[src/rtl/cmt_pkg.sv]
// Shared types, sizes and helper functions of the CMAC map and train unit.
// Used by the quantizer front end, the job queue, the cell sequencer and the top level.
`default_nettype none

package cmt_pkg;

    localparam int NUM_CELLS    = 5;
    localparam int RES_Y0       = 64;
    localparam int RES_Y1       = 64;
    // Must be a power of two; addresses wrap by keeping the low bits.
    localparam int WEIGHT_DEPTH = 256;

    localparam int RES_MAX   = (RES_Y0 > RES_Y1) ? RES_Y0 : RES_Y1;
    localparam int LVL_W     = $clog2(RES_MAX);
    localparam int NUM_W     = 16 + LVL_W;
    localparam int NUM_CNT_W = $clog2(NUM_W + 1);
    localparam int DSUM_W    = $clog2(RES_MAX + 15);
    localparam int ADDR_W    = $clog2(WEIGHT_DEPTH);
    localparam int CELL_W    = (NUM_CELLS > 1) ? $clog2(NUM_CELLS) : 1;
    localparam int R1        = (RES_Y1 - 2) / NUM_CELLS + 2;
    localparam int R1_W      = $clog2(R1 + 1);
    localparam int LIN_W     = ADDR_W + DSUM_W + R1_W;

    localparam int SUM_W     = 35;
    localparam int ERR_W     = 36;
    localparam int MAG_W     = 36;
    localparam int INC_W     = 37;
    localparam int MAGCNT_W  = $clog2(MAG_W + 1);
    localparam int DREM_W    = $clog2(NUM_CELLS) + 2;

    // The increment is divided by the cell count in twelve-bit digits.
    localparam int DIV_DIGIT_W = 12;
    localparam int DIV_STEPS   = MAG_W / DIV_DIGIT_W;
    localparam int DSH_W       = DREM_W + DIV_DIGIT_W;

    localparam int QDEPTH    = 2;
    localparam int QPTR_W    = 1;
    localparam int QCNT_W    = 2;

    // Reciprocal of the cell count, exact for the level sums and the division
    // digits used here.
    localparam int RECIP_SH  = 24;
    localparam int RECIP_W   = 25;
    localparam logic [RECIP_W-1:0] RECIP =
        RECIP_W'((2 ** RECIP_SH + NUM_CELLS - 1) / NUM_CELLS);

    localparam int CFG_IDX_W = 3;
    localparam logic [CFG_IDX_W-1:0] CFG_MIN_Y0     = 3'd0;
    localparam logic [CFG_IDX_W-1:0] CFG_MAX_Y0     = 3'd1;
    localparam logic [CFG_IDX_W-1:0] CFG_MIN_Y1     = 3'd2;
    localparam logic [CFG_IDX_W-1:0] CFG_MAX_Y1     = 3'd3;
    localparam logic [CFG_IDX_W-1:0] CFG_LEARN_RATE = 3'd4;
    localparam logic [CFG_IDX_W-1:0] CFG_DISP_TABLE = 3'd5;

    typedef struct packed {
        logic                    mode;
        logic [LVL_W-1:0]        q0;
        logic [LVL_W-1:0]        q1;
        logic signed [31:0]      target0;
        logic signed [31:0]      target1;
    } job_t;

    typedef enum logic [1:0] {
        F_IDLE,
        F_DIV,
        F_PUSH
    } front_state_t;

    typedef enum logic [3:0] {
        B_IDLE,
        B_ADDR,
        B_SUM_RD,
        B_SUM_ACC,
        B_RESULT,
        B_INC,
        B_DIV,
        B_UPD_RD,
        B_UPD_WR
    } back_state_t;

    function automatic logic [DSUM_W-1:0] div_cells(input logic [DSUM_W-1:0] v);
        logic [DSUM_W+RECIP_W-1:0] prod;
        prod = (DSUM_W + RECIP_W)'(v) * (DSUM_W + RECIP_W)'(RECIP);
        return prod[RECIP_SH +: DSUM_W];
    endfunction

    // One quotient digit of the long division by the cell count; the upper bits
    // of v hold the remainder of the previous digit.
    function automatic logic [DIV_DIGIT_W-1:0] div_digit(input logic [DSH_W-1:0] v);
        logic [DSH_W+RECIP_W-1:0] prod;
        prod = (DSH_W + RECIP_W)'(v) * (DSH_W + RECIP_W)'(RECIP);
        return prod[RECIP_SH +: DIV_DIGIT_W];
    endfunction

endpackage

`default_nettype wire

[src/rtl/cmt_queue.sv]
// Two-entry job queue between the quantizer front end and the cell sequencer.
// Depends on cmt_pkg for the job type.
`default_nettype none

module cmt_queue
    import cmt_pkg::*;
(
    input  wire logic clk,
    input  wire logic rst_n,
    input  wire logic push,
    input  job_t      push_job,
    input  wire logic pop,
    output job_t      pop_job,
    output logic      full,
    output logic      empty
);

    job_t              entry_reg [QDEPTH];
    logic [QPTR_W-1:0] wr_ptr_reg, rd_ptr_reg;
    logic [QCNT_W-1:0] count_reg;

    assign full    = count_reg == QCNT_W'(QDEPTH);
    assign empty   = count_reg == '0;
    assign pop_job = entry_reg[rd_ptr_reg];

    always_ff @(posedge clk or negedge rst_n)
    begin
        if (!rst_n)
        begin
            wr_ptr_reg <= '0;
            rd_ptr_reg <= '0;
            count_reg  <= '0;
        end
        else
        begin
            if (push)
            begin
                wr_ptr_reg <= wr_ptr_reg + 1'b1;
            end
            if (pop)
            begin
                rd_ptr_reg <= rd_ptr_reg + 1'b1;
            end
            if (push && !pop)
            begin
                count_reg <= count_reg + 1'b1;
            end
            else if (pop && !push)
            begin
                count_reg <= count_reg - 1'b1;
            end
        end
    end

    always_ff @(posedge clk)
    begin
        if (push)
        begin
            entry_reg[wr_ptr_reg] <= push_job;
        end
    end

    assert property (@(posedge clk) disable iff (!rst_n) !(push && full))
        else $error("job pushed into a full queue");
    assert property (@(posedge clk) disable iff (!rst_n) !(pop && empty))
        else $error("job popped from an empty queue");
    assert property (@(posedge clk) disable iff (!rst_n)
                     (push && !pop) |=> (count_reg == $past(count_reg) + 1'b1))
        else $error("queue fill count lost a push");

endmodule

`default_nettype wire

[config.mk]
export PLATFORM = sky130hd
export DESIGN_NAME = cmt_queue
export DESIGN_NICKNAME = d
export VERILOG_FILES = /design/src/rtl/cmt_pkg.sv /design/src/rtl/cmt_queue.sv
export SDC_FILE = /design/constraint.sdc
export NUM_CORES = 1
export LEC_CHECK = 0
export BUFFER_PORTS_ARGS = -buffer_cell sky130_fd_sc_hd__buf_2
export CORE_UTILIZATION = 47
export DETAILED_ROUTE_END_ITERATION = 8
export PLACE_DENSITY = 0.76
export RECOVER_POWER = 100
export SYNTH_ARGS = -nofsm -noshare
export SYNTH_HDL_FRONTEND = slang
export SYNTH_SLANG_ARGS = --single-unit
[constraint.sdc]
create_clock -name clk -period 4.4 [get_ports clk]
set_input_delay 0.22 -clock clk [delete_from_list [all_inputs] [get_ports clk]]
set_output_delay 0.22 -clock clk [all_outputs]
set_load 0.03 [all_outputs]
==> results_dict.tcl <==
set metrics [dict create \
    place.gp.congestion 0.691 \
    yosys.area.top_type_share_pct 79.4 \
    regArea_sq_mm 0.00473 \
    route.detailed.vias_per_inst 4.67 \
    final_report_setup_violation_count 0 \
    number_of_global_route_vias_before_repair 3494 \
    floorplan.die.height_um 113 \
    worst_ep_arrival_time_ns 2.67 \
    clk_pin_slew_ns 0.06 \
    chipWidth_um 113 \
    grt_max_degree 79 \
    critical_path_class "reg2reg" \
    buffer_ports.inserted 159 \
    aggregate_negative_setup_slack_ns 0 \
    cp_data_required_time_ns 4.50 \
    core.rowCount 40 \
    num-nets-final 586 \
    fmaxAchievable_ghz 0.389 \
    worst_setup_path_startpoint "wr_ptr_reg$_DFFE_PN0P_" \
    drt_pass1_iterations 4 \
    post_synth_instance_area_sq_mm 0.00582 \
    routed_wire_length_per_instance_um 15.9 \
    synth-seq-cells 158 \
    finalWorstPathRequiredPeriod_ns 2.57 \
    yosysUniqueCellTypes 13 \
    postLayoutSetupSlackWorst_ns 1.83 \
    tritoncts_clock_tree "yes" \
    clock-root-buffer "clkbuf_16" \
    maxSlewViolCount 115 \
    synth.yosys.seq_area_share_pct 81.1 \
    yosys_warnings 0 \
    numClockSinks 158 \
    final_hold_viol_count 0 \
    initialDrtViolationCount 192 \
    design.core.area_sq_mm 0.0121 \
    drv.max_cap_violation_count 2 \
    startpoint_type "flip-flop" \
    place_ws_ns 2.35 \
    largest_register_ff_count 154 \
    track_usage_pct 17.9 \
    tightest_slew_ns 1.96 \
    hold_class "in2reg" \
    n_antenna_cell 0 \
    final_cell_mix "edfxtp_1 (154), clkbuf_1 (120), dlygate4sd3_1 (78), mux2_2 (57), buf_2 (38)" \
    postRouteWirelength_um 10900 \
    fin_skew_ns 0.00421 \
    yosys-top-cells-area "edfxtp_1 (79%), mux2_2 (11%), mux2_4 (5.2%)" \
    fraction_of_final_layout_cells_sized_beyond_drive_strength_1_pct 25.9 \
    syn2layout_area_growth_pct 37.5 \
    syn_nets 338 \
    antenna_found_initial 0 \
    cts_inserted_buffers 17 \
    period_share_pct 58.4 \
    synth.avg_cell_area_sq_um 22.7 \
    multiInputGateArea_sq_um 961 \
    power_density_mw_per_mm2 674 \
    static-leakage-power_uw 0.00280 \
    outcome "finished, violations left" \
    grt_pass1_wl_um 16800 \
    via_count 3197 \
    boundaryPins 160 \
    globalRoute.totalOverflow 0 \
    cp-end-kind "flip-flop" \
    timing.slew.headroom_pct -31.5 \
    hold_slack_ns 0.0217 \
    rsz0062_at_grt "no" \
    worst_hold_startpoint "push" \
    final.fill_count 888 \
    cts.path.max_buffers 2 \
    syn_inst 256 \
    cts_htree_levels 4 \
    die_area_sq_mm 0.0128 \
    final_common_cell "edfxtp_1" \
    insertion_delay_ns 0.41 \
    violations "capacitance limit, slew limit" \
    post-synth-top-area-cell "edfxtp_1" \
    postRouteAntennaNets 0 \
    dp_hpwl_um 6140 \
    initial_utilization_pct 48.3 \
    critPathMaxFanout 41 \
    reg2reg_from "wr_ptr_reg$_DFFE_PN0P_" \
    peakVddDrop_v 0.000545 \
    drc_errors 0 \
]
[critical path: stages, from the launching register on]
cell and delay, ns:
dfrtp_1 0.41, nor2b_2 1.48, buf_12 0.35
[path summary, 6_finish.rpt]
check / cells after the start / slack, ns / to
min reg2reg: 1 / 0.51 / count_reg[1]$_DFFE_PN0P_
min: 2 / 0.02 / wr_ptr_reg$_DFFE_PN0P_
max in group asynchronous: 2 / 4.00 / rd_ptr_reg$_DFFE_PN0P_
max reg2reg: 2 / 1.83 / entry_reg[0][33]$_DFFE_PP_
min in group asynchronous: 2 / 0.19 / rd_ptr_reg$_DFFE_PN0P_
max: 2 / 1.83 / entry_reg[0][33]$_DFFE_PP_
[cell usage after synthesis]
library cell / instances
and2_1: 1
buf_2: 5
buf_6: 4
dfrtp_1: 4
edfxtp_1: 154
ha_1: 1
inv_1: 1
mux2_2: 57
mux2_4: 20
nor2_1: 2
nor2b_1: 2
xnor2_1: 1
xor2_1: 4
[kinds of logic (layout without fill, tap and decap cells)]
group | count (synthesis) | count (layout) | share of synthesized area [%]
muxes | 77 | 77 | 16.2
and+or+nand+nor | 5 | 5 | 0.451
xor gates and xnor gates | 5 | 5 | 0.752
adders and majority gates | 1 | 1 | 0.215
buffers and inverters | 10 | 271 | 1.27
DFF | 158 | 158 | 81.1
[routing by layer]
layer	global-route usage [%]	share of wire, %	vias to the layer above
li1	-	-	1511
met4	8.07	1.9	0
met2	32.2	54	105
met5	0	0	-
met3	5.73	4.7	21
met1	19.1	40	1560
[stage by stage]
stage               area, sq um  utilization, %  cells  power, uW
floorplan                  5820               -    256       3500
global placement           6790            56.3    575       3890
detailed placement         6790            56.3    575       3920
CTS                        8230            68.2    685       5590
global route               8010            66.4    685       5600
finish                     8010            66.4    685       5400
[cell type report]
cell class	count	area share (%)
Sequential cell	158	59.0
Timing Repair Buffer	238	18.1
Multi-Input combinational cell	88	12.0
Tap cell	168	2.62
Inverter	1	0.0469
Clock buffer	21	5.50
Clock inverter	11	2.67
[timing repair]
| action | in CTS | in global routing |
|---|---|---|
| endpoints found under the setup margin | 0 | 0 |
| setup buffers | 0 | 0 |
| endpoints found under the hold margin | 157 | 0 |
| resized for setup | 0 | 0 |
| hold buffers | 78 | 0 |
[report_power, final]
part | internal [uW] | leakage (uW) | switching (uW)
registers | 2010 | 0.00149 | 213
logic | 536 | 0.00100 | 1030
clock network | 1060 | 0.000311 | 550
total | 3610 | 0.00280 | 1790
(Power assumes the default switching activity.)
