==> config.mk <==
export PLATFORM = sky130hd
export DESIGN_NAME = cmt_front
export DESIGN_NICKNAME = d
export VERILOG_FILES = /design/src/rtl/cmt_pkg.sv /design/src/rtl/cmt_front.sv
export SDC_FILE = /design/constraint.sdc
export NUM_CORES = 1
export LEC_CHECK = 0
export ABC_AREA = 1
export ABC_CLOCK_PERIOD_IN_PS = 5400
export BUFFER_PORTS_ARGS = -buffer_cell sky130_fd_sc_hd__buf_2
export CAP_MARGIN = 20
export CELL_PAD_IN_SITES_DETAIL_PLACEMENT = 1
export CELL_PAD_IN_SITES_GLOBAL_PLACEMENT = 2
export CORE_ASPECT_RATIO = 0.6
export CORE_MARGIN = 2
export CORE_UTILIZATION = 34
export DETAILED_ROUTE_END_ITERATION = 7
export GPL_TIMING_DRIVEN = 0
export PLACE_DENSITY_LB_ADDON = 0.2
export SYNTH_ARGS = -nofsm -noshare
export SYNTH_HDL_FRONTEND = slang
export SYNTH_SLANG_ARGS = --single-unit
==> constraint.sdc <==
create_clock -name clk -period 5.4 [get_ports clk]
set_input_delay 1.08 -clock clk [delete_from_list [all_inputs] [get_ports clk]]
set_output_delay 1.08 -clock clk [all_outputs]
set_load 0.02 [all_outputs]
==> src/rtl/cmt_pkg.sv <==
// Shared types, sizes and helper functions of the CMAC map and train unit.
// Used by the quantizer front end, the job queue, the cell sequencer and the top level.
`default_nettype none

package cmt_pkg;

    localparam int NUM_CELLS    = 5;
    localparam int RES_Y0       = 64;
    localparam int RES_Y1       = 64;
    // Must be a power of two; addresses wrap by keeping the low bits.
    localparam int WEIGHT_DEPTH = 256;

    localparam int RES_MAX   = (RES_Y0 > RES_Y1) ? RES_Y0 : RES_Y1;
    localparam int LVL_W     = $clog2(RES_MAX);
    localparam int NUM_W     = 16 + LVL_W;
    localparam int NUM_CNT_W = $clog2(NUM_W + 1);
    localparam int DSUM_W    = $clog2(RES_MAX + 15);
    localparam int ADDR_W    = $clog2(WEIGHT_DEPTH);
    localparam int CELL_W    = (NUM_CELLS > 1) ? $clog2(NUM_CELLS) : 1;
    localparam int R1        = (RES_Y1 - 2) / NUM_CELLS + 2;
    localparam int R1_W      = $clog2(R1 + 1);
    localparam int LIN_W     = ADDR_W + DSUM_W + R1_W;

    localparam int SUM_W     = 35;
    localparam int ERR_W     = 36;
    localparam int MAG_W     = 36;
    localparam int INC_W     = 37;
    localparam int MAGCNT_W  = $clog2(MAG_W + 1);
    localparam int DREM_W    = $clog2(NUM_CELLS) + 2;

    // The increment is divided by the cell count in twelve-bit digits.
    localparam int DIV_DIGIT_W = 12;
    localparam int DIV_STEPS   = MAG_W / DIV_DIGIT_W;
    localparam int DSH_W       = DREM_W + DIV_DIGIT_W;

    localparam int QDEPTH    = 2;
    localparam int QPTR_W    = 1;
    localparam int QCNT_W    = 2;

    // Reciprocal of the cell count, exact for the level sums and the division
    // digits used here.
    localparam int RECIP_SH  = 24;
    localparam int RECIP_W   = 25;
    localparam logic [RECIP_W-1:0] RECIP =
        RECIP_W'((2 ** RECIP_SH + NUM_CELLS - 1) / NUM_CELLS);

    localparam int CFG_IDX_W = 3;
    localparam logic [CFG_IDX_W-1:0] CFG_MIN_Y0     = 3'd0;
    localparam logic [CFG_IDX_W-1:0] CFG_MAX_Y0     = 3'd1;
    localparam logic [CFG_IDX_W-1:0] CFG_MIN_Y1     = 3'd2;
    localparam logic [CFG_IDX_W-1:0] CFG_MAX_Y1     = 3'd3;
    localparam logic [CFG_IDX_W-1:0] CFG_LEARN_RATE = 3'd4;
    localparam logic [CFG_IDX_W-1:0] CFG_DISP_TABLE = 3'd5;

    typedef struct packed {
        logic                    mode;
        logic [LVL_W-1:0]        q0;
        logic [LVL_W-1:0]        q1;
        logic signed [31:0]      target0;
        logic signed [31:0]      target1;
    } job_t;

    typedef enum logic [1:0] {
        F_IDLE,
        F_DIV,
        F_PUSH
    } front_state_t;

    typedef enum logic [3:0] {
        B_IDLE,
        B_ADDR,
        B_SUM_RD,
        B_SUM_ACC,
        B_RESULT,
        B_INC,
        B_DIV,
        B_UPD_RD,
        B_UPD_WR
    } back_state_t;

    function automatic logic [DSUM_W-1:0] div_cells(input logic [DSUM_W-1:0] v);
        logic [DSUM_W+RECIP_W-1:0] prod;
        prod = (DSUM_W + RECIP_W)'(v) * (DSUM_W + RECIP_W)'(RECIP);
        return prod[RECIP_SH +: DSUM_W];
    endfunction

    // One quotient digit of the long division by the cell count; the upper bits
    // of v hold the remainder of the previous digit.
    function automatic logic [DIV_DIGIT_W-1:0] div_digit(input logic [DSH_W-1:0] v);
        logic [DSH_W+RECIP_W-1:0] prod;
        prod = (DSH_W + RECIP_W)'(v) * (DSH_W + RECIP_W)'(RECIP);
        return prod[RECIP_SH +: DIV_DIGIT_W];
    endfunction

endpackage

`default_nettype wire

==> src/rtl/cmt_front.sv <==
// Front end: takes input beats, clamps and quantizes both samples with a
// bit-serial divider, and pushes a job into the queue. Depends on cmt_pkg.
`default_nettype none

module cmt_front
    import cmt_pkg::*;
(
    input  wire logic               clk,
    input  wire logic               rst_n,
    input  wire logic               in_valid,
    output logic                    in_ready,
    input  wire logic               in_mode,
    input  wire logic [15:0]        in_y0,
    input  wire logic [15:0]        in_y1,
    input  wire logic signed [31:0] in_target0,
    input  wire logic signed [31:0] in_target1,
    input  wire logic [15:0]        min_y0,
    input  wire logic [15:0]        max_y0,
    input  wire logic [15:0]        min_y1,
    input  wire logic [15:0]        max_y1,
    input  wire logic               full,
    output logic                    push,
    output job_t                    job
);

    front_state_t state_reg, state_next;

    logic [NUM_CNT_W-1:0] cnt_reg;
    logic                 mode_reg;
    logic signed [31:0]   t0_reg, t1_reg;
    logic [NUM_W-1:0]     num0_reg, num1_reg;
    logic [NUM_W-1:0]     quot0_reg, quot1_reg;
    logic [15:0]          den0_reg, den1_reg;
    logic [15:0]          rem0_reg, rem1_reg;
    logic                 empty0_reg, empty1_reg;

    logic        accept;
    logic [15:0] yc0, yc1;
    logic [16:0] rsh0, rsh1;
    logic        ge0, ge1;

    function automatic logic [15:0] clamp(input logic [15:0] y, input logic [15:0] lo,
                                          input logic [15:0] hi);
        logic [15:0] r;
        r = y;
        if (y < lo)
        begin
            r = lo;
        end
        if (y > hi)
        begin
            r = hi;
        end
        return r;
    endfunction

    assign accept = in_valid && in_ready;
    assign yc0    = clamp(in_y0, min_y0, max_y0);
    assign yc1    = clamp(in_y1, min_y1, max_y1);

    assign rsh0 = {rem0_reg, num0_reg[NUM_W-1]};
    assign rsh1 = {rem1_reg, num1_reg[NUM_W-1]};
    assign ge0  = rsh0 >= {1'b0, den0_reg};
    assign ge1  = rsh1 >= {1'b0, den1_reg};

    always_comb
    begin
        state_next = state_reg;
        unique case (state_reg)
            F_IDLE:
            begin
                if (in_valid)
                begin
                    state_next = F_DIV;
                end
            end
            F_DIV:
            begin
                if (cnt_reg == NUM_CNT_W'(NUM_W - 1))
                begin
                    state_next = F_PUSH;
                end
            end
            F_PUSH:
            begin
                if (!full)
                begin
                    state_next = F_IDLE;
                end
            end
            default:
            begin
                state_next = F_IDLE;
            end
        endcase
    end

    always_comb
    begin
        in_ready = 1'b0;
        push     = 1'b0;
        unique case (state_reg)
            F_IDLE:  in_ready = 1'b1;
            F_DIV:   ;
            F_PUSH:  push = !full;
            default: ;
        endcase
    end

    always_ff @(posedge clk or negedge rst_n)
    begin
        if (!rst_n)
        begin
            state_reg <= F_IDLE;
            cnt_reg   <= '0;
        end
        else
        begin
            state_reg <= state_next;
            if (accept)
            begin
                cnt_reg <= '0;
            end
            else if (state_reg == F_DIV)
            begin
                cnt_reg <= cnt_reg + 1'b1;
            end
        end
    end

    always_ff @(posedge clk)
    begin
        if (accept)
        begin
            mode_reg   <= in_mode;
            t0_reg     <= in_target0;
            t1_reg     <= in_target1;
            num0_reg   <= NUM_W'(RES_Y0) * NUM_W'(yc0 - min_y0);
            num1_reg   <= NUM_W'(RES_Y1) * NUM_W'(yc1 - min_y1);
            den0_reg   <= max_y0 - min_y0;
            den1_reg   <= max_y1 - min_y1;
            empty0_reg <= max_y0 <= min_y0;
            empty1_reg <= max_y1 <= min_y1;
            rem0_reg   <= '0;
            rem1_reg   <= '0;
            quot0_reg  <= '0;
            quot1_reg  <= '0;
        end
        else if (state_reg == F_DIV)
        begin
            // One quotient bit per cycle for both samples.
            num0_reg  <= {num0_reg[NUM_W-2:0], 1'b0};
            num1_reg  <= {num1_reg[NUM_W-2:0], 1'b0};
            quot0_reg <= {quot0_reg[NUM_W-2:0], ge0};
            quot1_reg <= {quot1_reg[NUM_W-2:0], ge1};
            rem0_reg  <= ge0 ? 16'(rsh0 - {1'b0, den0_reg}) : rsh0[15:0];
            rem1_reg  <= ge1 ? 16'(rsh1 - {1'b0, den1_reg}) : rsh1[15:0];
        end
    end

    always_comb
    begin
        job.mode    = mode_reg;
        job.target0 = t0_reg;
        job.target1 = t1_reg;
        if (empty0_reg)
        begin
            job.q0 = '0;
        end
        else if (quot0_reg >= NUM_W'(RES_Y0))
        begin
            job.q0 = LVL_W'(RES_Y0 - 1);
        end
        else
        begin
            job.q0 = quot0_reg[LVL_W-1:0];
        end
        if (empty1_reg)
        begin
            job.q1 = '0;
        end
        else if (quot1_reg >= NUM_W'(RES_Y1))
        begin
            job.q1 = LVL_W'(RES_Y1 - 1);
        end
        else
        begin
            job.q1 = quot1_reg[LVL_W-1:0];
        end
    end

endmodule

`default_nettype wire

==> run summary, run 1 <==
status = finished, final reports clean
initial core utilization = 34.6%
Main synth FF type = edfxtp_1
Final GP Congestion = 0.853
final hold violation count = 0
final worst slack = 566 ps
drt pass-1 iters = 4
adder-cell area share of the yosys netlist = 15.0%
Routed WL = 44300 µm
Clock Pin Slew Worst Setup and Hold Paths = 70 ps
Simple-Gate Fraction of Synth Area = 15.7%
#FFs+latches synth = 214
Synth Net Count = 1982
Util after Layout = 41.1%
asr flop ratio synth = 3.27%
max_slew headroom = 33.0%
CP Class = in2reg
f_max = 207 MHz
static leakage = 7.96 nW
Power Density = 479 nW/µm²
ANT nets after route = 0
Initial DRC Count = 658
global-route wire length before repair = 70000 µm
Place WS = 65.1 ps
Worst Path Arrival = 5100 ps
largest family of logic cells by synthesized area = compound AO/OA/AOI/OAI gates
most frequent cell after synthesis = nand2_1
die area = 42900 µm²
Setup crit start kind = primary input
WL/cell = 17.9 µm
crit end category = flip-flop
clock sink count = 214
initial antenna violation count = 1
Gate power share = 46.6%
number of synthesis warnings = 0
I/O pin cnt = 244
crit path max fanout = 10
synthesized area per cell = 8.47 µm²
Post-Syn Instances = 1653
Switching Share = 41.3%
Inst Count DP = 2428
post-synth top area cell = edfxtp_1
Clk pwr share = 20.3%
Antenna Cells = 0
power share of the sequential group = 33.1%
Area contributors post-synth = edfxtp_1, ha_1, dfxtp_1
top post-synthesis cells by count = nand2_1, inv_1, ha_1
vias per inst = 5.00
xor and xnor area share after synthesis = 4.44%
clk_lat worst skew = 540 ps
Die W = 266 µm
P_sw = 0.00330 W
clk root buf = clkbuf_16
Non-Filler Instances = 2468
fin crit share = 89.5%
DRC violation count after routing = 0
Finish-stage setup viols = 0
compound-cell area share of the yosys netlist = 16.7%
share of post-route cells with drive strength above 1 = 17.7%
CTS tree = done
Die Y = 161 µm
Slew Limit Fails = 0
clock skew = 8.88 ps
Critical Path RT = 5670 ps
Detail Placement HPWL = 36200 µm
largest net degree at the start of global routing = 63
Yosys cell types = 52
GR Util All Layers = 20.5%
total number of vias = 12300
input/output buffers = 243
EDFF count, synth = 131
Mapped Area = 14000 µm²
number of global-route vias before repair = 12600
Placeable Area = 40500 µm²
clock tree buffer depth = 3
H-tree levels = 1
post-cts resize count = 0
# Post-CTS Setup Buffers = 0
std cell rows = 57
mux cell area share after synthesis = 0.0715%
share of Yosys cell area claimed by the top area cell type = 28.1%
hold_buf cts = 0
TritonCTS buffer count = 22
Area Growth Syn to Fin = 19.0%
worst vdd ir = 0.000280 V
final net count = 2250
Least-Margin Pin Slew = 1000 ps
min cycle time layout = 4830 ps
grt ovf = 0
worst hold path class = in2async
RSZ-0062 raised after global routing = false
Int Pwr = 0.00468 W
sequential cell area fraction in the yosys report = 40.2%
Max Cap Viol = 0
-- cell usage in the layout, fill, tap and decap left out, types with 4 or more instances in the layout --
| cell | instances |
|---|---|
| a21o_1 | 9 |
| a21oi_1 | 122 |
| a21oi_2 | 4 |
| a31oi_1 | 6 |
| buf_2 | 249 |
| clkbuf_1 | 24 |
| clkbuf_16 | 22 |
| clkinv_2 | 7 |
| dfrtp_1 | 7 |
| dfxtp_1 | 76 |
| edfxtp_1 | 131 |
| fa_1 | 6 |
| ha_1 | 158 |
| inv_1 | 244 |
| inv_2 | 4 |
| nand2_1 | 315 |
| nand2_2 | 8 |
| nand3_1 | 61 |
| nand4_1 | 17 |
| nor2_1 | 84 |
| nor3_1 | 11 |
| nor4_1 | 10 |
| o211ai_1 | 9 |
| o211ai_2 | 11 |
| o21a_1 | 4 |
| o21ai_0 | 118 |
| o21ai_1 | 19 |
| o21ai_2 | 7 |
| o21bai_1 | 6 |
| o22ai_1 | 66 |
| o31ai_1 | 4 |
| xnor2_1 | 34 |
| xor2_1 | 37 |
-- power by group through the flow --
stage                     combinational (W)  sequential, W  clock (W)
after floorplan                     0.00263        0.00268          0
after global placement              0.00361        0.00267          0
after detailed placement            0.00371        0.00267          0
after CTS                           0.00374        0.00264    0.00167
after global routing                0.00421        0.00271    0.00173
final                               0.00372        0.00264    0.00162
-- final timing paths --
path / startpoint / slack, ps / to / cells past startpoint
max: min_y1[1] / 570 / num1_reg[18] / 28
min: rst_n / 380 / cnt_reg[0] / 1
max reg2reg: state_reg[1] / 2730 / num1_reg[20] / 7
min reg2reg: quot0_reg[21] / 470 / quot0_reg[21] / 2
max in group asynchronous: rst_n / 4830 / cnt_reg[2] / 1
min in group clk: quot0_reg[21] / 470 / quot0_reg[21] / 2
-- per-stage QoR --
stage / power (W) / setup TNS, ps / cell area [µm²] / hold WS [ps]
after floorplan: 0.00531 / 0 / 14000 / 429
after global placement: 0.00628 / -134090 / 15900 / 452
after detailed placement: 0.00638 / 0 / 15900 / 456
after global routing: 0.00865 / 0 / 16700 / 366
final: 0.00798 / 0 / 16700 / 384
after CTS: 0.00805 / 0 / 16700 / 362
-- worst max-delay path: stages --
cell	delay, ps
buf_2	160
inv_1	120
ha_1	300
nand2_1	50
nand2_1	70
nand2_1	50
nand2_1	70
nand2_1	50
nand2_1	130
nand2_1	130
nand2_2	230
inv_1	220
clkbuf_2	250
o211ai_1	190
o21ai_0	110
ha_1	240
fa_1	410
inv_1	80
nand3_1	70
nand2_1	130
a21oi_1	150
nor2_1	110
inv_1	60
nand3_1	60
nand2_1	110
o21ai_0	210
xor2_1	160
o21ai_0	80
-- cell type report --
cell class                      instances  area, µm²
Fill cell                            4930      23800
Multi-Input combinational cell       1153       7260
Sequential cell                       214       5630
Timing Repair Buffer                  244       1240
Inverter                              249        935
Tap cell                              531        664
Clock buffer                           27        589
Buffer                                 37        183
Clock inverter                         13        158
-- kinds of logic after synthesis --
kind of cell | Yosys count
simple gates | 520
compound gates | 397
buf+inv | 286
flops | 214
fa+ha+maj | 164
xor+xnor | 71
mux | 1
-- metal layers --
metal / global-route usage [%] / wire (µm)
met4: 2.71 / 490
met2: 30.2 / 18300
met5: 0 / 0
met3: 2.58 / 1760
met1: 32.3 / 23800
No activity file was read; power rests on OpenSTA's default activity.
==> run 2, diff against run 1 <==
Settings changed: ABC_CLOCK_PERIOD_IN_PS 5400 to 3900, CORE_UTILIZATION 34 to 31, PLACE_DENSITY_LB_ADDON 0.2 to 0.25.
Clock period 5.4 ns to 3.9 ns, I/O delays scaled along.
==> run summary, run 2 (synthesis results as in run 1) <==
worst vdd ir = 0.000248 V
Die W = 278 µm
max_slew headroom = 34.6%
Util after Layout = 38.9%
Placeable Area = 44700 µm²
die area = 47000 µm²
Placed Area = 16000 µm²
met2 WL = 19000 µm
f_max = 266 MHz
status = finished, final reports clean
Detail Placement HPWL = 36900 µm
clock tree buffer depth = 3
TritonCTS buffer count = 22
WL/cell = 18.0 µm
Clk pwr share = 18.4%
fin area = 17400 µm²
WP buf/inv = 5
Filler cells = 5356
largest net degree at the start of global routing = 109
Routed WL = 45800 µm
CTS tree = done
H-tree levels = 1
Critical Path RT = 4170 ps
peak per-stage delay on the critical path = 410 ps
worst hold path class = in2async
Hold WS = 85.8 ps
CP Class = in2reg
static leakage = 8.11 nW
Setup crit start kind = primary input
Switching Share = 42.1%
Worst Path Arrival = 4030 ps
fin crit share = 96.4%
Int Pwr = 0.00644 W
Least-Margin Pin Slew = 981 ps
Finish-stage setup viols = 0
r2r setup slk = 1150 ps
drt pass-1 iters = 7
RSZ-0062 raised after global routing = true
Gate power share = 48.6%
P_sw = 0.00468 W
Clock Pin Slew Worst Setup and Hold Paths = 60 ps
most frequent cells in the layout = nand2_1, buf_2, inv_1
DRC violation count after routing = 0
clock skew = 11.2 ps
final hold violation count = 0
input/output buffers = 243
I/O pin cnt = 244
total number of vias = 12500
initial antenna violation count = 5
commonest non-fill, non-tap cell in the layout = nand2_1
Slew Limit Fails = 0
vias per inst = 4.91
Met3 Routed Length = 1660 µm
Power Density = 640 nW/µm²
crit end category = flip-flop
share of post-route cells with drive strength above 1 = 22.8%
crit path max fanout = 4
met1 WL = 24600 µm
Die Y = 169 µm
Final GP Congestion = 0.839
global-route wire length before repair = 70700 µm
initial core utilization = 31.4%
most frequent CP cell = nand2_1
final net count = 2272
number of global-route vias before repair = 12500
Max Cap Viol = 0
DR top layer = met4
Initial DRC Count = 707
clock sink count = 214
Antenna Cells = 0
GR Util All Layers = 18.9%
Slowest cell on crit path = fa_2
hold_buf cts = 0
grt ovf = 0
Area Growth Syn to Fin = 24.0%
std cell rows = 60
clk root buf = clkbuf_16
ANT nets after route = 0
min cycle time layout = 3760 ps
clk_lat worst skew = 530 ps
power share of the sequential group = 33.0%
delay-heaviest family, CP = simple AND/OR/NAND/NOR gates
-- run 2: changes by cell type in the layout (fill, tap and decap cells not counted), sizes merged --
| cell | before | now |
|---|---|---|
| bufinv | 3 | 0 |
| inv | 249 | 246 |
| clkinvlp | 1 | 2 |
| clkbuf | 51 | 52 |
| buf | 257 | 285 |
| clkinv | 9 | 6 |
-- run 2: timing repair --
| action | 4_1_cts | 5_1_grt |
|---|---|---|
| endpoints found under the setup margin | 22 | 16 |
| endpoints found under the hold margin | 0 | 0 |
| gates resized for setup | 42 | 113 |
| pin swaps | 3 | 33 |
| buffers inserted | 7 | 16 |
-- run 2: path summary, 6_finish.rpt --
kind / start / end / cells past startpoint
max: in_y1[1] / num1_reg[18] / 27
min: rst_n / state_reg[1] / 1
max reg2reg: state_reg[1] / num1_reg[17] / 7
min reg2reg: quot1_reg[21] / quot1_reg[21] / 2
max in group asynchronous: rst_n / state_reg[0] / 1
min in group clk: in_target1[26] / t1_reg[26] / 1
-- run 2: per-layer routing --
metal  vias up  GRT usage (%)
li1       6255              -
met1      6024           30.2
met2       188           27.3
met3        43           2.25
met4         0           2.42
met5         -              0
-- run 2: area by class of cell --
class                           instances  area [µm²]  share of cell area [%]
Tap cell                              589         737                    4.24
Clock buffer                           34         626                    3.60
Buffer                                 37         245                    1.41
Timing Repair Buffer                  266        1440                    8.27
Clock inverter                          5        35.0                   0.202
Multi-Input combinational cell       1153        7700                    44.4
Sequential cell                       214        5630                    32.4
Inverter                              249         950                    5.47
-- run 2: through the flow --
step | worst slack [ps] | instances | power (W) | setup TNS (ps)
after global placement | -1070 | 2485 | 0.00871 | -34450
after floorplan | 6.32 | 1653 | 0.00735 | 0
final | 139 | 2547 | 0.0111 | 0
after global routing | -94.3 | 2547 | 0.0120 | -181
after CTS | 12.0 | 2531 | 0.0110 | 0
after detailed placement | -1120 | 2485 | 0.00888 | -20950
-- run 2: power by group through the flow --
stage / clock (W) / combinational (W) / sequential (W)
finish: 0.00204 / 0.00540 / 0.00366
global route: 0.00220 / 0.00606 / 0.00375
CTS: 0.00210 / 0.00525 / 0.00367
detailed placement: 0 / 0.00518 / 0.00370
global placement: 0 / 0.00503 / 0.00369
floorplan: 0 / 0.00365 / 0.00370
-- run 2: worst register-to-register path, cell delays in order (launching register included) --
cell and delay, ps:
dfrtp_1 440, nor2_1 190, nand2_1 210, buf_2 250
inv_2 170, nor2_2 110, inv_2 170, buf_2 790
==> run 3, diff against run 2 <==
--- a/config.mk
+++ b/config.mk
@@ -14,3 +14,3 @@
 export CORE_ASPECT_RATIO = 0.6
-export CORE_MARGIN = 2
+export CORE_MARGIN = 1
 export CORE_UTILIZATION = 31
--- a/constraint.sdc
+++ b/constraint.sdc
@@ -3,2 +3,2 @@
 set_output_delay 0.78 -clock clk [all_outputs]
-set_load 0.02 [all_outputs]
+set_load 0.05 [all_outputs]
==> run summary, run 3 (synthesis results as in run 1) <==
H-tree levels = 1
Final GP Congestion = 0.857
Routed WL = 45400 µm
WL/cell = 17.8 µm
clock sink count = 214
f_max = 265 MHz
largest net degree at the start of global routing = 109
die area = 46100 µm²
hold_buf cts = 0
final hold violation count = 0
Detail Placement HPWL = 36800 µm
input/output buffers = 243
Int Pwr = 0.00661 W
Power Density = 666 nW/µm²
Reg area = 5630 µm²
initial antenna violation count = 3
total number of vias = 12500
crit end category = flip-flop
power share of the sequential group = 31.7%
TritonCTS buffer count = 23
worst hold path class = in2async
Switching Share = 42.7%
multi-input logic area = 7570 µm²
Non-Filler Instances = 2548
Clock Pin Slew Worst Setup and Hold Paths = 70 ps
Clk pwr share = 19.6%
Slew Limit Fails = 0
max_slew headroom = 34.3%
global-route wire length before repair = 71700 µm
Least-Margin Pin Slew = 986 ps
min cycle time layout = 3780 ps
worst vdd ir = 0.000253 V
share of post-route cells with drive strength above 1 = 22.7%
Initial DRC Count = 681
Die W = 276 µm
Critical Path RT = 4160 ps
clock tree buffer depth = 3
std cell rows = 59
fin crit share = 96.8%
final net count = 2279
Gate power share = 48.7%
clk root buf = clkbuf_16
DRC violation count after routing = 0
grt ovf = 0
number of global-route vias before repair = 12800
vias per inst = 4.91
Setup crit start kind = primary input
CTS tree = done
static leakage = 8.17 nW
clk_lat worst skew = 540 ps
Inst Count DP = 2475
Filler cells = 5236
P_sw = 0.00494 W
Reg2Reg Depth = 7
Hold WS = 70.7 ps
setup TNS = 0 ps
Area Growth Syn to Fin = 23.8%
Worst Path Arrival = 4040 ps
most frequent cells in the layout = nand2_1, buf_2, inv_1
Placeable Area = 43900 µm²
crit path max fanout = 4
I/O pin cnt = 244
GR Util All Layers = 19.4%
clock skew = 24.6 ps
CP Class = in2reg
ANT nets after route = 0
Die Y = 167 µm
commonest non-fill, non-tap cell in the layout = nand2_1
Max Cap Viol = 0
Final Power = 0.0115 W
status = finished, final reports clean
RSZ-0062 raised after global routing = true
initial core utilization = 31.9%
Finish-stage setup viols = 0
drt pass-1 iters = 7
[run 3: cell count changes in the layout (fill, tap and decap cells not counted), moves of 3 or more]
cell	before	now
a21oi_1	104	110
a21oi_4	5	2
a21oi_2	18	15
o21ai_2	8	13
o21ai_4	5	1
buf_4	25	36
clkbuf_1	22	18
[run 3: what timing repair did]
item / CTS / global route
pin swaps: 4 / 29
resized for setup: 39 / 91
setup endpoints to repair: 21 / 16
setup buffers: 8 / 22
[run 3: area by class of cell]
cell class / instances / area share (%)
diodes: 2 / 0.0289
flip-flops and latches: 214 / 32.5
plain buffers: 36 / 1.33
well taps: 579 / 4.18
inverters: 249 / 5.49
clock inverters: 11 / 0.743
clock buffers: 31 / 3.66
repair buffers: 273 / 8.48
multi-input cells: 1153 / 43.6
[run 3: power groups by stage]
| stage | logic (W) | clock network (W) | registers, W |
|---|---|---|---|
| after floorplan | 0.00371 | 0 | 0.00390 |
| final | 0.00562 | 0.00226 | 0.00366 |
| after CTS | 0.00551 | 0.00235 | 0.00366 |
| after global placement | 0.00530 | 0 | 0.00368 |
| after detailed placement | 0.00543 | 0 | 0.00370 |
| after global routing | 0.00632 | 0.00243 | 0.00375 |
[run 3: final timing paths]
check	from	slack (ps)	end
worst max-delay path	in_y0[15]	120	num0_reg[18]
worst min-delay path	rst_n	70	state_reg[1]
worst max register to register	state_reg[1]	1170	num1_reg[18]
worst min register to register	rem1_reg[11]	480	rem1_reg[11]
max in group asynchronous	rst_n	3650	cnt_reg[0]
min in group clk	in_target1[12]	410	t1_reg[12]
[run 3: metrics by stage]
stage                     utilization, %  setup slack (ps)  instance area [µm²]
after floorplan                        -              6.32                14000
after global placement              36.3             -1060                15900
after detailed placement            36.3             -1100                16000
after CTS                           38.4             -1.81                16900
after global routing                39.5             -66.1                17300
final                               39.5               124                17300
[run 3: metal layers]
layer  wire [µm]  track usage (%)
met1       24500             30.2
met2       18700             28.1
met3        1570             3.10
met4         665             3.25
met5           0                0
[run 3: worst max-delay path, stage by stage]
cell and delay [ps]:
buf_4 150, ha_4 270, nand2_2 50, inv_2 70
nand3_4 100, nor3_4 190, nand2_2 90, nand2_4 140
clkinvlp_4 130, buf_8 130, o211ai_1 170, o21ai_1 110
ha_2 210, fa_2 400, inv_2 50, nand3_1 70
nand2_2 110, a21oi_4 80, nor2_2 120, inv_2 40
nand3_2 50, nand2_2 80, o21ai_2 170, xor2_1 160
o21ai_1 70
